[src/rtl/assert_macros.svh]
// Assertion macros used by toroidal_cellular_automaton.sv; clock clk, reset rst_n.
`ifndef ASSERT_MACROS_SVH
`define ASSERT_MACROS_SVH

// Concurrent check of a same-cycle property, off while in reset.
`define TCA_ASSERT(lbl, prop, msg) \
    lbl: assert property (@(posedge clk) disable iff (!rst_n) (prop)) else $error(msg);

// Concurrent check: when ante holds, cons holds in the next cycle.
`define TCA_ASSERT_NEXT(lbl, ante, cons, msg) \
    lbl: assert property (@(posedge clk) disable iff (!rst_n) (ante) |=> (cons)) \
        else $error(msg);

`endif

[src/rtl/tca_pkg.sv]
// Shared constants, types and helpers of the toroidal cellular automaton.
package tca_pkg;

    localparam int GRID_ROWS = 64;
    localparam int GRID_COLS = 64;
    localparam int CELL_W    = 2;
    localparam int ROW_AW    = $clog2(GRID_ROWS);
    localparam int CIDX_W    = $clog2(GRID_COLS);
    localparam int ROW_W     = GRID_COLS * CELL_W;
    localparam int ADDR_W    = ROW_AW + 1;   // bank bit on top of the row index
    localparam int MEM_DEPTH = 2 ** ADDR_W;

    typedef logic [CELL_W-1:0] cell_t;
    typedef logic [ROW_W-1:0]  row_word_t;
    typedef logic [ADDR_W-1:0] mem_addr_t;

    typedef struct packed {
        logic      we;
        mem_addr_t addr;
        row_word_t data;
    } mem_wr_t;

    typedef struct packed {
        logic      re;
        mem_addr_t addr;
    } mem_rd_t;

    localparam cell_t CELL_OFF  = 2'd0;
    localparam cell_t CELL_ON   = 2'd1;
    localparam cell_t CELL_REFR = 2'd2;
    localparam cell_t CELL_BAD  = 2'd3;

    localparam logic [1:0] REQ_WRITE = 2'd0;
    localparam logic [1:0] REQ_READ  = 2'd1;
    localparam logic [1:0] REQ_GEN   = 2'd2;

    localparam logic [1:0] RULE_LIFE   = 2'd0;
    localparam logic [1:0] RULE_MORLEY = 2'd1;
    localparam logic [1:0] RULE_ASSIM  = 2'd2;
    localparam logic [1:0] RULE_BRAIN  = 2'd3;

    function automatic logic in_grid(logic [5:0] r, logic [5:0] c);
        return (int'(r) < GRID_ROWS) && (int'(c) < GRID_COLS);
    endfunction

endpackage

[src/rtl/tca_cell_update.sv]
// Neighbor count and next-state rule for one cell of the 3x3 window.
module tca_cell_update (
    input  logic [3*tca_pkg::CELL_W-1:0] up_win,   // {right, center, left}
    input  logic [3*tca_pkg::CELL_W-1:0] mid_win,
    input  logic [3*tca_pkg::CELL_W-1:0] dn_win,
    input  logic [1:0]                   rule,
    output tca_pkg::cell_t               next_cell
);

    tca_pkg::cell_t cur;
    logic [3:0]     n;
    logic           on;
    logic           live;

    assign cur = mid_win[tca_pkg::CELL_W +: tca_pkg::CELL_W];
    assign on  = (cur == tca_pkg::CELL_ON);

    always_comb
    begin
        n = 4'd0;
        for (int i = 0; i < 3; i++)
        begin
            n = n + 4'(up_win[i*tca_pkg::CELL_W +: tca_pkg::CELL_W] == tca_pkg::CELL_ON);
            n = n + 4'(dn_win[i*tca_pkg::CELL_W +: tca_pkg::CELL_W] == tca_pkg::CELL_ON);
        end
        n = n + 4'(mid_win[0 +: tca_pkg::CELL_W] == tca_pkg::CELL_ON);
        n = n + 4'(mid_win[2*tca_pkg::CELL_W +: tca_pkg::CELL_W] == tca_pkg::CELL_ON);
    end

    always_comb
    begin
        live = 1'b0;
        next_cell = tca_pkg::CELL_OFF;
        unique case (rule)
            tca_pkg::RULE_LIFE:
            begin
                live = on ? (n == 4'd2 || n == 4'd3) : (n == 4'd3);
                next_cell = live ? tca_pkg::CELL_ON : tca_pkg::CELL_OFF;
            end
            tca_pkg::RULE_MORLEY:
            begin
                live = on ? (n >= 4'd4 && n <= 4'd6) : (n == 4'd3 || n == 4'd4);
                next_cell = live ? tca_pkg::CELL_ON : tca_pkg::CELL_OFF;
            end
            tca_pkg::RULE_ASSIM:
            begin
                live = on ? (n >= 4'd4 && n <= 4'd7) : (n >= 4'd3 && n <= 4'd5);
                next_cell = live ? tca_pkg::CELL_ON : tca_pkg::CELL_OFF;
            end
            tca_pkg::RULE_BRAIN:
            begin
                live = (n == 4'd2);
                if (on)
                begin
                    next_cell = tca_pkg::CELL_REFR;
                end
                else if (cur == tca_pkg::CELL_REFR)
                begin
                    next_cell = tca_pkg::CELL_OFF;
                end
                else
                begin
                    next_cell = live ? tca_pkg::CELL_ON : tca_pkg::CELL_OFF;
                end
            end
            default:
            begin
                next_cell = tca_pkg::CELL_OFF;
            end
        endcase
    end

endmodule

[config.mk]
export PLATFORM = sky130hd
export DESIGN_NAME = tca_cell_update
export DESIGN_NICKNAME = d
export VERILOG_FILES = /design/src/rtl/assert_macros.svh /design/src/rtl/tca_pkg.sv /design/src/rtl/tca_cell_update.sv
export SDC_FILE = /design/constraint.sdc
export NUM_CORES = 1
export LEC_CHECK = 0
export BUFFER_PORTS_ARGS = -buffer_cell sky130_fd_sc_hd__buf_2
export CORE_AREA = 2 2 39 41
export DETAILED_ROUTE_END_ITERATION = 7
export DIE_AREA = 0 0 41 43
export SYNTH_ARGS = -nofsm -noshare
export SYNTH_HDL_FRONTEND = slang
export SYNTH_SLANG_ARGS = --single-unit
[constraint.sdc]
create_clock -name vclk -period 5.8
set_clock_uncertainty 0.1 [all_clocks]
set_input_delay 0.58 -clock vclk [all_inputs]
set_output_delay 0.58 -clock vclk [all_outputs]
set_load 0.02 [all_outputs]
==> impl_metrics.csv, run 1 <==
group,metric,value,unit
worst_setup_path,crit_required,5.12,ns
power,powerDensity,142,nW/um2
sta,maxSlewViolCount,0,
cts,cts-resized-gates,0,
sta,max_slew_margin,84.7,%
drt,via_per_inst,4.31,
hold_path,hold_class,"input port to primary output",
sta,max_freq,0.212,GHz
final_layout,diodes,0,
worst_setup_path,critPathLaunchType,"input port",
global_routing,grt_pass1_vias,337,
floorplanning,num_io_pins,22,
final_layout,mostFrequentLayoutCell,"buf_2",
sta,hold_viol,0,
sta,finalSetupViolCount,0,
logic_synthesis,synth_adder_area_share,35.7,%
logic_synthesis,synthesis.area,329,um2
sta,min_period,4.72,ns
drt,finalWirelength,670,um
floorplanning,die-area,1760,um2
sta,setup_slack,1.08,ns
status,status,"finished clean",
floorplanning,core_area,1380,um2
logic_synthesis,yosys.area_share.xor_xnor,2.66,%
placed_design,dpl.hpwl,641,um
worst_setup_path,crit_arrival,4.04,ns
logic_synthesis,synth-compound-area-share,16.0,%
floorplanning,initial_core_util,23.8,%
drt,drt-initial-drc-count,1,
global_routing,grt_overflow,0,
worst_setup_path,critPathKind,"input port to primary output",
logic_synthesis,synth-simple-area-share,38.8,%
global_routing,gr-usage-all-layers,9.33,%
logic_synthesis,synth_fp_nets,69,
final_layout,utilization,33.2,%
placed_design,pre_cts_ws,1.03,ns
placed_design,port_buffers,22,
floorplanning,dieWidth,41,um
cts,ctsHoldBuffers,0,
cts,post_cts_buffers,0,
final_layout,clockBufferCount,0,
logic_synthesis,synth_top_family_by_area,"simple AND/OR/NAND/NOR gates",
final_layout,final_cell_mix,"buf_2 (22), nand2b_1 (6), nor2b_1 (4), nor2_1 (4), fa_1 (4)",
final_layout,seqCellArea,0,um2
final_layout,nets,93,
final_layout,drive_gt1_share,37.5,%
logic_synthesis,yosysWarnings,0,
power,p_leak,0.253,nW
logic_synthesis,synthMuxAreaShare,3.42,%
floorplanning,row_count,14,
global_routing,antenna_found_initial,0,
logic_synthesis,synth_cells,42,
final_layout,syn_to_final_growth,39.5,%
sta,final.period_utilization,81.3,%
job,cap_violations,0,
global_routing,grt_max_degree,6,
drt,drc,0,
logic_synthesis,ys_seq_area_share,0,%
global_routing,grt_pass1_wl,1210,um
drt,ant_nets,0,
placed_design,place.gp.congestion,0.612,
sta,fin_tns_setup,0,ns
power,irDropWorstVdd,0.0376,mV
drt,dr.pass1.iters,2,
logic_synthesis,syn_avg_cell_area,7.83,um2
logic_synthesis,synth_cell_types,20,
worst_setup_path,worstPathMaxFanout,5,
worst_setup_path,cp-end-kind,"primary output",
final_layout,numSequentialCells,0,
sta,rsz0062_at_grt,"no",
sta,tightest_slew,0.227,ns
drt,vias,345,
drt,wl_per_cell,8.38,um
floorplanning,die_h,43,um
[worst paths after layout]
path,start,end,slack [ns],cells past startpoint
worst max-delay path,up_win[1],next_cell[0],1.08,13
worst min-delay path,rule[0],next_cell[1],1.48,4
[per-layer routing]
metal / vias up / share of wire, % / routed length (um) / track usage [%]
li1: 187 / - / - / -
met1: 152 / 44 / 294 / 11.2
met2: 6 / 53 / 354 / 18.1
met3: 0 / 3.3 / 22 / 0
met4: 0 / 0 / 0 / 0
met5: - / 0 / 0 / 0
[synth_stat cells, drive strengths merged]
cell type  n  area share (%)
nand2b     6              11
fa         4              24
nor2       4             4.6
nor2b      4             7.6
ha         3              11
inv        3             3.4
nand2      3             3.4
a211oi     2             4.6
a21oi      2             3.0
or2b       2             4.9
a21o       1             2.3
a22oi      1             2.3
and2b      1             2.3
mux2       1             3.4
nor3       1             1.5
nor4bb     1             3.0
o21ai      1             1.5
o31ai      1             2.3
xor2       1             2.7
[logic make-up after synthesis]
kind of cell / Yosys count
AND/OR/NAND/NOR: 22
AO/OA/AOI/OAI: 8
adder cells (fa/ha/maj): 7
buffers and inverters: 3
XOR/XNOR: 1
multiplexers: 1
[area by class of cell]
class,count,area (um2)
fill,158,925
multi-input combinational,39,318
timing repair buffer,22,110
inverter,3,11.3
tap,16,20.0
[worst max-delay path, stage by stage]
cell      delay [ns]
buf_2           0.09
nand2b_1        0.15
fa_1            0.50
fa_1            0.54
inv_1           0.05
fa_1            0.47
ha_1            0.24
fa_1            0.57
o31ai_1         0.10
a211oi_1        0.25
a21oi_1         0.09
a211oi_1        0.19
buf_2           0.21
[power by group]
group / switching [mW] / internal (mW) / leakage [nW]
Clock: 0 / 0 / 0
Combinational: 0.0331 / 0.0323 / 0.253
Sequential: 0 / 0 / 0
[stage by stage]
step / total power, mW / cell area (um2) / cells / hold WS, ns
after floorplan: 0.0485 / 329 / 42 / 1.23
after global placement: 0.0652 / 459 / 80 / 1.47
after detailed placement: 0.0663 / 459 / 80 / 1.47
after CTS: 0.0668 / 459 / 80 / 1.47
after global routing: 0.0749 / 459 / 80 / 1.51
final: 0.0654 / 459 / 80 / 1.48
Note: power is estimated with default switching activity, not from simulation.
==> run 2, diff against run 1 <==
==> constraint.sdc (replaced) <==
create_clock -name vclk -period 4.2
set_clock_uncertainty 0.1 [all_clocks]
set_input_delay 0.42 -clock vclk [all_inputs]
set_output_delay 0.42 -clock vclk [all_outputs]
set_load 0.02 [all_outputs]
==> impl_metrics.csv, run 2 (synthesis gave the netlist of run 1 again) <==
group,metric,value,unit
sta,hold_viol,0,
global_routing,grt_overflow,0,
drt,dr.pass1.iters,4,
power,total_power,0.118,mW
hold_path,hold_class,"input port to primary output",
status,status,"finished clean",
global_routing,grt_pass1_wl,1470,um
worst_setup_path,cp-end-kind,"primary output",
floorplanning,die_h,43,um
drt,finalWirelength,856,um
final_layout,drive_gt1_share,53.0,%
drt,vias,372,
drt,via_per_inst,4.54,
sta,final.period_utilization,99.8,%
final_layout,clockBufferCount,0,
placed_design,pre_cts_ws,-0.262,ns
sta,fin_hold_ws,1.17,ns
drt,drt-initial-drc-count,1,
drt,ant_nets,0,
placed_design,dpl.hpwl,706,um
cts,ctsHoldBuffers,0,
worst_setup_path,crit_arrival,3.67,ns
floorplanning,core_area,1380,um2
global_routing,antenna_found_initial,0,
worst_setup_path,worstPathMaxFanout,4,
sta,finalSetupViolCount,0,
worst_setup_path,crit_top_cell,"fa_1",
drt,drc,0,
global_routing,grt_pass1_vias,362,
drt,wl_per_cell,10.4,um
sta,min_period,4.19,ns
job,cap_violations,0,
floorplanning,die-area,1760,um2
floorplanning,row_count,14,
worst_setup_path,crit_required,3.68,ns
sta,max_slew_margin,84.2,%
final_layout,mostFrequentLayoutCell,"buf_2",
sta,maxSlewViolCount,0,
worst_setup_path,cp_slowest_stage_delay,0.58,ns
final_layout,nets,95,
sta,max_freq,0.239,GHz
global_routing,gr-usage-all-layers,11.6,%
floorplanning,initial_core_util,23.8,%
worst_setup_path,critPathKind,"input port to primary output",
hold_path,whs_endpoint,"next_cell[1]",
final_layout,final_cell_mix,"buf_2 (20), nand2b_1 (4), nor2b_1 (4), nor2_1 (4)",
power,powerDensity,222,nW/um2
power,p_leak,0.279,nW
sta,rsz0062_at_grt,"yes",
floorplanning,dieWidth,41,um
cts,post_cts_buffers,0,
placed_design,port_buffers,22,
sta,setup_slack,0.00855,ns
final_layout,seqCellArea,0,um2
final_layout,numSequentialCells,0,
final_layout,syn_to_final_growth,60.8,%
worst_setup_path,critPathLaunchType,"input port",
floorplanning,num_io_pins,22,
worst_setup_path,slowest_stage,"fa_2",
global_routing,grt_max_degree,6,
sta,tightest_slew,0.233,ns
final_layout,diodes,0,
power,irDropWorstVdd,0.109,mV
placed_design,place.gp.congestion,0.697,
worst_setup_path,cp_cell_sequence,"buf_2 -> nand2b_4 -> fa_1 -> fa_1 -> inv_1 -> fa_1 -> ha_2 -> fa_2 -> o31ai_2 -> a211oi_1 -> a21oi_2 -> a211oi_2 -> buf_4",
hold_path,worst_hold_path.num_cells,4,
hold_path,min_from,"mid_win[2]",
[run 2: changes by cell type in the layout (fill, tap and decap cells not counted), moves of 2 or more]
cell	change
buf_4	+3
nand2b_1	-2
nand2b_4	+2
buf_2	-2
[run 2: layout make-up]
type / count / area, um2
inverter: 3 / 11.3
tap: 16 / 20.0
multi-input combinational: 39 / 364
fill: 136 / 855
timing repair buffer: 24 / 134
[run 2: routing by layer]
layer / wire (um) / track usage [%]
met5: 0 / 0
met4: 0 / 0
met3: 62 / 0
met2: 472 / 23.1
met1: 320 / 13.3
[run 2: report_power, final]
part / internal [mW] / leakage, nW / switching (mW) / total, mW
Sequential: 0 / 0 / 0 / 0
Combinational: 0.0611 / 0.279 / 0.0566 / 0.118
Clock: 0 / 0 / 0 / 0
Total: 0.0611 / 0.279 / 0.0566 / 0.118
[run 2: stage by stage]
step	setup TNS, ns	utilization [%]	cell area, um2	cells
floorplan	0	-	334	42
global placement	-0.193	34.6	479	82
detailed placement	-0.262	34.6	479	82
CTS	-0.118	37.5	519	82
global route	-0.117	38.2	529	82
finish	0	38.2	529	82
[run 2: how the worst max path moves through the flow]
stage	start	endpoint	slack (ns)	cells past startpoint
5_1_grt	dn_win[1]	next_cell[0]	-0.12	13
4_1_cts	dn_win[3]	next_cell[0]	-0.12	13
3_3_place_gp	up_win[1]	next_cell[0]	-0.19	14
6_report	dn_win[1]	next_cell[0]	0.009	13
3_5_place_dp	up_win[1]	next_cell[0]	-0.26	14
2_1_floorplan	up_win[1]	next_cell[0]	0.07	11
[run 2: worst max-delay path, delay by kind of cell]
family	cells	cell delay, ns
compound gates	4	0.59
buf+inv	3	0.32
simple gates	1	0.13
fa+ha+maj	5	2.21
[run 2: timing repair]
action,4_1_cts,5_1_grt
setup endpoints to repair,1,1
pin swaps,10,6
gates resized for setup,8,2
==> run 3, diff against run 2 <==
--- a/config.mk
+++ b/config.mk
@@ -9,6 +9,7 @@
 export CORE_AREA = 2 2 39 41
 export DETAILED_ROUTE_END_ITERATION = 7
 export DIE_AREA = 0 0 41 43
+export GPL_TIMING_DRIVEN = 0
 export SYNTH_ARGS = -nofsm -noshare
 export SYNTH_HDL_FRONTEND = slang
 export SYNTH_SLANG_ARGS = --single-unit
==> impl_metrics.csv, run 3 (synthesis gave the netlist of run 1 again) <==
group,metric,value,unit
sta,tightest_slew,0.250,ns
worst_setup_path,critical_path_depth,13,
placed_design,place_area,464,um2
floorplanning,core_area,1380,um2
sta,hold_viol,0,
drt,drt-initial-drc-count,1,
final_layout,drive_gt1_share,53.8,%
worst_setup_path,critPathKind,"input port to primary output",
drt,via_per_inst,4.46,
global_routing,grt_max_degree,6,
floorplanning,initial_core_util,23.8,%
power,irDropWorstVdd,0.108,mV
global_routing,grt_pass1_vias,341,
drt,dr.pass1.iters,2,
drt,drc,0,
cts,ctsHoldBuffers,0,
final_layout,syn_to_final_growth,60.5,%
worst_setup_path,cp_slowest_stage_delay,0.50,ns
floorplanning,row_count,14,
final_layout,final_cell_mix,"buf_2 (20), nand2b_1 (4), nor2b_1 (4), nor2_1 (4)",
floorplanning,dieWidth,41,um
worst_setup_path,crit_family,"adder cells",
sta,fin_tns_setup,0,ns
sta,max_slew_margin,83.1,%
sta,maxSlewViolCount,0,
final_layout,fin_area,528,um2
final_layout,mostFrequentLayoutCell,"buf_2",
final_layout,seqCellArea,0,um2
global_routing,antenna_found_initial,0,
worst_setup_path,cp_cell_sequence,"buf_2 -> nand2b_4 -> fa_1 -> fa_1 -> inv_1 -> fa_1 -> ha_2 -> fa_2 -> nand2_1 -> mux2_2 -> a21oi_2 -> a211oi_2 -> buf_4",
final_layout,numSequentialCells,0,
floorplanning,num_io_pins,22,
placed_design,port_buffers,22,
placed_design,placed_cells,80,
worst_setup_path,slowest_stage,"fa_1",
sta,final.period_utilization,98.9,%
power,total_power,0.113,mW
worst_setup_path,critPathCapture,"next_cell[0]",
worst_setup_path,crit_arrival,3.64,ns
final_layout,utilization,38.2,%
drt,ant_nets,0,
worst_setup_path,crit_start,"dn_win[1]",
global_routing,grt_pass1_wl,1290,um
drt,vias,361,
sta,min_period,4.16,ns
sta,max_freq,0.241,GHz
worst_setup_path,worstPathMaxFanout,5,
placed_design,dpl.hpwl,663,um
global_routing,gr-usage-all-layers,9.95,%
final_layout,diodes,0,
drt,wl_per_cell,9.47,um
final_layout,nets,94,
power,p_leak,0.273,nW
power,powerDensity,214,nW/um2
job,cap_violations,0,
worst_setup_path,crit_top_cell,"fa_1",
status,status,"finished clean",
floorplanning,die_h,43,um
worst_setup_path,worst-path-buf-inv,3,
hold_path,hold_class,"input port to primary output",
final_layout,clockBufferCount,0,
drt,finalWirelength,767,um
global_routing,grt_overflow,0,
floorplanning,die-area,1760,um2
sta,finalSetupViolCount,0,
sta,rsz0062_at_grt,"yes",
worst_setup_path,cp-end-kind,"primary output",
final_layout,final_cells,81,
worst_setup_path,crit_required,3.68,ns
worst_setup_path,critPathLaunchType,"input port",
placed_design,place.gp.congestion,0.696,
final_layout,fill_cells,140,
run 3: cell count changes in the layout (fill, tap and decap cells not counted), sizes merged:
| cell | change |
|---|---|
| buf | -1 |
run 3: cell type report:
type                            count  area (um2)  area share [%]
Timing Repair Buffer               23         126            23.9
Inverter                            3        11.3            2.13
Tap cell                           16        20.0            3.79
Multi-Input combinational cell     39         370            70.1
run 3: worst min-delay path by stage:
stage            start      endpoint  cells past startpoint
2_1_floorplan  rule[1]  next_cell[1]                      2
3_3_place_gp   rule[0]  next_cell[1]                      4
5_1_grt        rule[0]  next_cell[1]                      4
4_1_cts        rule[0]  next_cell[1]                      4
3_5_place_dp   rule[0]  next_cell[1]                      4
6_report       rule[0]  next_cell[1]                      4
run 3: per-stage QoR:
stage / setup WS, ns / hold WS (ns)
after detailed placement: -0.271 / 1.15
after CTS: -0.0972 / 1.15
after global placement: -0.215 / 1.14
after floorplan: 0.0664 / 0.909
final: 0.0442 / 1.16
after global routing: -0.0856 / 1.20
run 3: power by group:
group	switching, mW	total [mW]	leakage, nW	internal [mW]
Clock	0	0	0	0
Combinational	0.0542	0.113	0.273	0.0587
Sequential	0	0	0	0
Total	0.0542	0.113	0.273	0.0587
run 3: layer usage:
metal	GRT usage (%)	up-vias	wire length, um	share of wire (%)
li1	-	188	-	-
met1	11.3	158	321	42
met2	20.0	15	390	51
met3	0	0	54	7.0
met4	0	0	0	0
met5	0	-	0	0
run 3: repair_timing:
item                                   4_1_cts  5_1_grt
buffers inserted                             0        1
endpoints found under the hold margin        0        0
pin swaps                                    8        6
setup endpoints to repair                    1        1
resized for setup                            8        3
